`config.mk`:
```
export PLATFORM = sky130hd
export DESIGN_NAME = tspbb_ctrl
export DESIGN_NICKNAME = d
export VERILOG_FILES = /design/src/sv/tspbb_pkg.sv /design/src/sv/tspbb_ctrl.sv
export SDC_FILE = /design/constraint.sdc
export NUM_CORES = 1
export LEC_CHECK = 0
export BUFFER_PORTS_ARGS = -buffer_cell sky130_fd_sc_hd__buf_4
export CAP_MARGIN = 20
export CORE_AREA = 2 2 39 41
export DETAILED_ROUTE_END_ITERATION = 7
export DIE_AREA = 0 0 41 43
export GPL_TIMING_DRIVEN = 0
export SLEW_MARGIN = 20
export SYNTH_ARGS = -nofsm -noshare
export SYNTH_HDL_FRONTEND = slang
export SYNTH_SLANG_ARGS = --single-unit
```
`constraint.sdc`:
```
create_clock -name clk -period 1.5 [get_ports clk]
set_input_delay 0.3 -clock clk [delete_from_list [all_inputs] [get_ports clk]]
set_output_delay 0.3 -clock clk [all_outputs]
set_load 0.1 [all_outputs]
```
`src/sv/tspbb_pkg.sv`:
```
// Package: shared codes, widths, controller states and control structs for the tour search.
`default_nettype none

package tspbb_pkg;

	// configuration register indexes
	localparam logic REG_CITY_COUNT = 1'b0;
	localparam logic REG_COST_BOUND = 1'b1;

	// input word opcodes
	localparam logic OP_ADD_EDGE = 1'b0;
	localparam logic OP_SOLVE    = 1'b1;

	localparam int CITY_COUNT_W = 5;
	localparam int BOUND_W      = 27;
	localparam int EDGE_IN_W    = 16;

	localparam logic [CITY_COUNT_W-1:0] CITY_COUNT_RST = 5'd16;
	localparam logic [BOUND_W-1:0]      COST_BOUND_RST = 27'd100000000;

	typedef enum logic [2:0] {
		ST_IDLE,
		ST_INIT,
		ST_STEP,
		ST_EVAL_BRANCH,
		ST_EVAL_CLOSE,
		ST_BACK,
		ST_DONE
	} state_t;

	// controller -> datapath
	typedef struct packed {
		logic load_edge;
		logic init;
		logic rd_close;
		logic rd_branch;
		logic skip;
		logic eval_close;
		logic eval_branch;
		logic pop;
		logic finish;
	} ctrl_cmd_t;

	// datapath -> controller
	typedef struct packed {
		logic prune;
		logic at_leaf;
		logic cand_end;
		logic cand_visited;
		logic edge_ok;
		logic depth_zero;
	} dp_status_t;

endpackage

`default_nettype wire

```
`src/sv/tspbb_ctrl.sv`:
```
// Search controller: sequences edge loads, the depth-first walk and the result word.
`default_nettype none

module tspbb_ctrl
	import tspbb_pkg::*;
(
	input  wire logic       clk,
	input  wire logic       arst_n,
	input  wire logic       start,
	input  wire logic       opcode,
	input  wire dp_status_t status,
	output ctrl_cmd_t       cmd,
	output logic            busy
);

	state_t state_q, state_d;

	always_ff @(posedge clk or negedge arst_n) begin
		if (!arst_n) begin
			state_q <= ST_IDLE;
		end else begin
			state_q <= state_d;
		end
	end

	always_comb begin
		state_d = state_q;
		cmd     = '0;
		busy    = 1'b1;
		unique case (state_q)
			ST_IDLE: begin
				busy = 1'b0;
				if (start) begin
					if (opcode == OP_SOLVE) begin
						state_d = ST_INIT;
					end else begin
						cmd.load_edge = 1'b1;
					end
				end
			end
			ST_INIT: begin
				cmd.init = 1'b1;
				state_d  = ST_STEP;
			end
			ST_STEP: begin
				priority if (status.prune) begin
					state_d = ST_BACK;
				end else if (status.at_leaf) begin
					cmd.rd_close = 1'b1;
					state_d      = ST_EVAL_CLOSE;
				end else if (status.cand_end) begin
					state_d = ST_BACK;
				end else if (status.cand_visited) begin
					cmd.skip = 1'b1;
				end else begin
					cmd.rd_branch = 1'b1;
					state_d       = ST_EVAL_BRANCH;
				end
			end
			ST_EVAL_BRANCH: begin
				cmd.eval_branch = 1'b1;
				state_d         = ST_STEP;
			end
			ST_EVAL_CLOSE: begin
				cmd.eval_close = 1'b1;
				state_d        = ST_BACK;
			end
			ST_BACK: begin
				if (status.depth_zero) begin
					state_d = ST_DONE;
				end else begin
					cmd.pop = 1'b1;
					state_d = ST_STEP;
				end
			end
			ST_DONE: begin
				cmd.finish = 1'b1;
				state_d    = ST_IDLE;
			end
			default: begin
				state_d = ST_IDLE;
			end
		endcase
	end

endmodule

`default_nettype wire

```
==> run metrics <==
Reg2Reg Depth 5; failing checks setup timing; Synth Register Bits 3; WP buf/inv 2; Max-Cap Viols 0; max reg flops 3; delay-heaviest family, CP simple AND/OR/NAND/NOR gates; Hold Vio Cnt, Final 0; cell area after layout 792.0 sq um; fmax 543.2 MHz; Post-Syn Area 277.8 sq um; drt drc 0; Root Driver clkbuf_4; Worst-Margin Slew 0.2935 ns; worst path required time 1.20 ns; pin count of the biggest net entering global routing 10; vias in the first global route 384; Post-synth EDFFs 0; min-delay worst type input port to asynchronous set/reset pin; crit path cell chain buf_6 > or3_4 > nor3b_4 > buf_12; Yosys warning total 0; Worst path slowest cell dfrtp_1; Routed Antenna Nets 0; RSZ-0062 raised after global routing true; full die area 1763 sq um; P per Cell Area 2439 nW/um^2; Fin Setup TNS -2.129 ns; CTS sink cnt 3; Nets 76; first-pass GRT wire length 1.593 mm; hpwl dp 532 um; GRT Total Usage 13.19%; Post-Syn Nets 40; via-per-instance ratio 4.444; Seq/Total Area, Yosys 27.03%; First-pass DRT Iterations 4; status finished, violations left; Starting Density 20.07%; post-DR wirelength/cell 13.00 um; Synth Instances 30; top cell type's share of synthesized area 27.03%; crit end category output port; Die Ht 43 um; top cells by area, synth dfrtp_1 (27%), buf_6 (8.1%), and3b_2 (7.2%); Worst EP arrival 1.54 ns; fin. max-slew vios 0; final setup violating endpoints 10; Pleak 0.3474 nW; Std-Cell Rows 14; RePlAce Congestion 0.7571; Worst path depth 4; area leader, netlist dfrtp_1; Worst Setup Start Kind register; layout cells sized above 1 81.54%; CTS tree yes; Final Worst Setup Slack -0.3409 ns; dpl cell area 471.7 sq um; asr flop ratio synth 100.0%; core area 1384 sq um; area delta synth->final 185.1%; H-tree levels 1; Syn Area/Cell 9.259 sq um; prevailing post-synth register cell dfrtp_1; Clk pin slew, worst setup/hold paths 0.04 ns; I/O Buffers 18; Worst Skew 0.005642 ns; TritonCTS Buffers 3; CP max stage delay 0.39 ns; register with the most flip-flops state_q; Relative slew margins 80.32%; worst skew pair latency 0.23 ns; initial antenna violation count 0; DRT Wirelength 1.053 mm; Max clock buf depth 2; Die Wd 41 um; DRT iter0 DRCs 3; kind of critical path register to output port; min Tclk post-route 1.841 ns; Max FO, Critical Path 2; crit share post-route 122.7%; Netlist cell types 21; Inserted Diodes 0; via count 360; most frequent cells after synthesis dfrtp_1 (3), nor2_1 (3); Top Ports 20; worst ir drop on vdd 0.001110 V; Largest regs state_q x3; GR Overflow Total 0
[kinds of logic after synthesis]
logic type | after synthesis | synth area share (%)
AND/OR/NAND/NOR | 20 | 54.06
buffers and inverters | 3 | 9.908
AO/OA/AOI/OAI | 4 | 9.011
flip-flops | 3 | 27.03
[cells in the final DEF, fill, tap and decap left out, drive strengths merged]
master       count
clkbuf           4
nor3b            3
nor2b            1
a211oi           1
or3              2
and3             1
nor2             3
and2             1
nor4             1
dlygate4sd3      1
a21oi            2
nor3             1
dfrtp            3
and3b            2
and4bb           1
o21a             1
buf             33
nor4b            2
nand2            2
[metal layers]
metal  global-route usage [%]  wire length (um)  vias to the layer above
met5                        0                 0                        -
met3                    3.665                41                        2
met2                    21.88               565                       11
met4                    4.000                26                        0
li1                         -                 -                      178
met1                    15.58               419                      169
[report_power, final]
part	internal, W	switching, W
clock network	0.0000998	0.0000426
registers	0.000124	0.0000467
logic	0.000746	0.000873
[worst register-to-register path, cell delays in order (launching register included)]
cell and delay (ns):
dfrtp_1 0.40, buf_6 0.13, buf_6 0.13, buf_6 0.12
and3b_2 0.19, or3_4 0.36
[through the flow]
step                       power, W  worst slack (ns)  cells  hold WS (ns)  util (%)
after floorplan           0.0009672           -0.7396     30      0.004409         -
after global placement     0.001135           -0.1976     64       0.08989     34.09
after detailed placement   0.001138           -0.2108     64       0.08995     34.09
after CTS                  0.001786           -0.3590     81        0.3843     54.61
after global routing       0.002003           -0.3971     81        0.3986     57.23
final                      0.001931           -0.3409     81        0.3933     57.23
[final timing paths]
check	slack, ns	end	startpoint
setup / recovery	-0.34	cmd[8]	state_q[1]$_DFFE_PN0P_
hold / removal	0.39	state_q[1]$_DFFE_PN0P_	arst_n
setup reg to reg	0.05	state_q[2]$_DFFE_PN0P_	state_q[2]$_DFFE_PN0P_
hold reg to reg	0.77	state_q[1]$_DFFE_PN0P_	state_q[1]$_DFFE_PN0P_
max in group asynchronous	1.00	state_q[0]$_DFFE_PN0P_	arst_n
min in group clk	0.45	state_q[0]$_DFFE_PN0P_	start
[what timing repair did]
item                                    CTS  global route
endpoints found under the setup margin   10            11
buffers inserted                         13             3
pin swaps                                 9             8
gates resized for setup                  37            12
hold buffers                              1             0
hold endpoints to repair                  3             0
[cell type report]
cell class                      count  area, sq um
Tap cell                           16        20.02
Buffer                              2        22.52
Timing Repair Buffer               32        390.4
Fill cell                         127        591.8
Multi-Input combinational cell     24        256.5
Clock buffer                        4        26.28
Sequential cell                     3        76.32
Power figures use the tool's default switching activity.
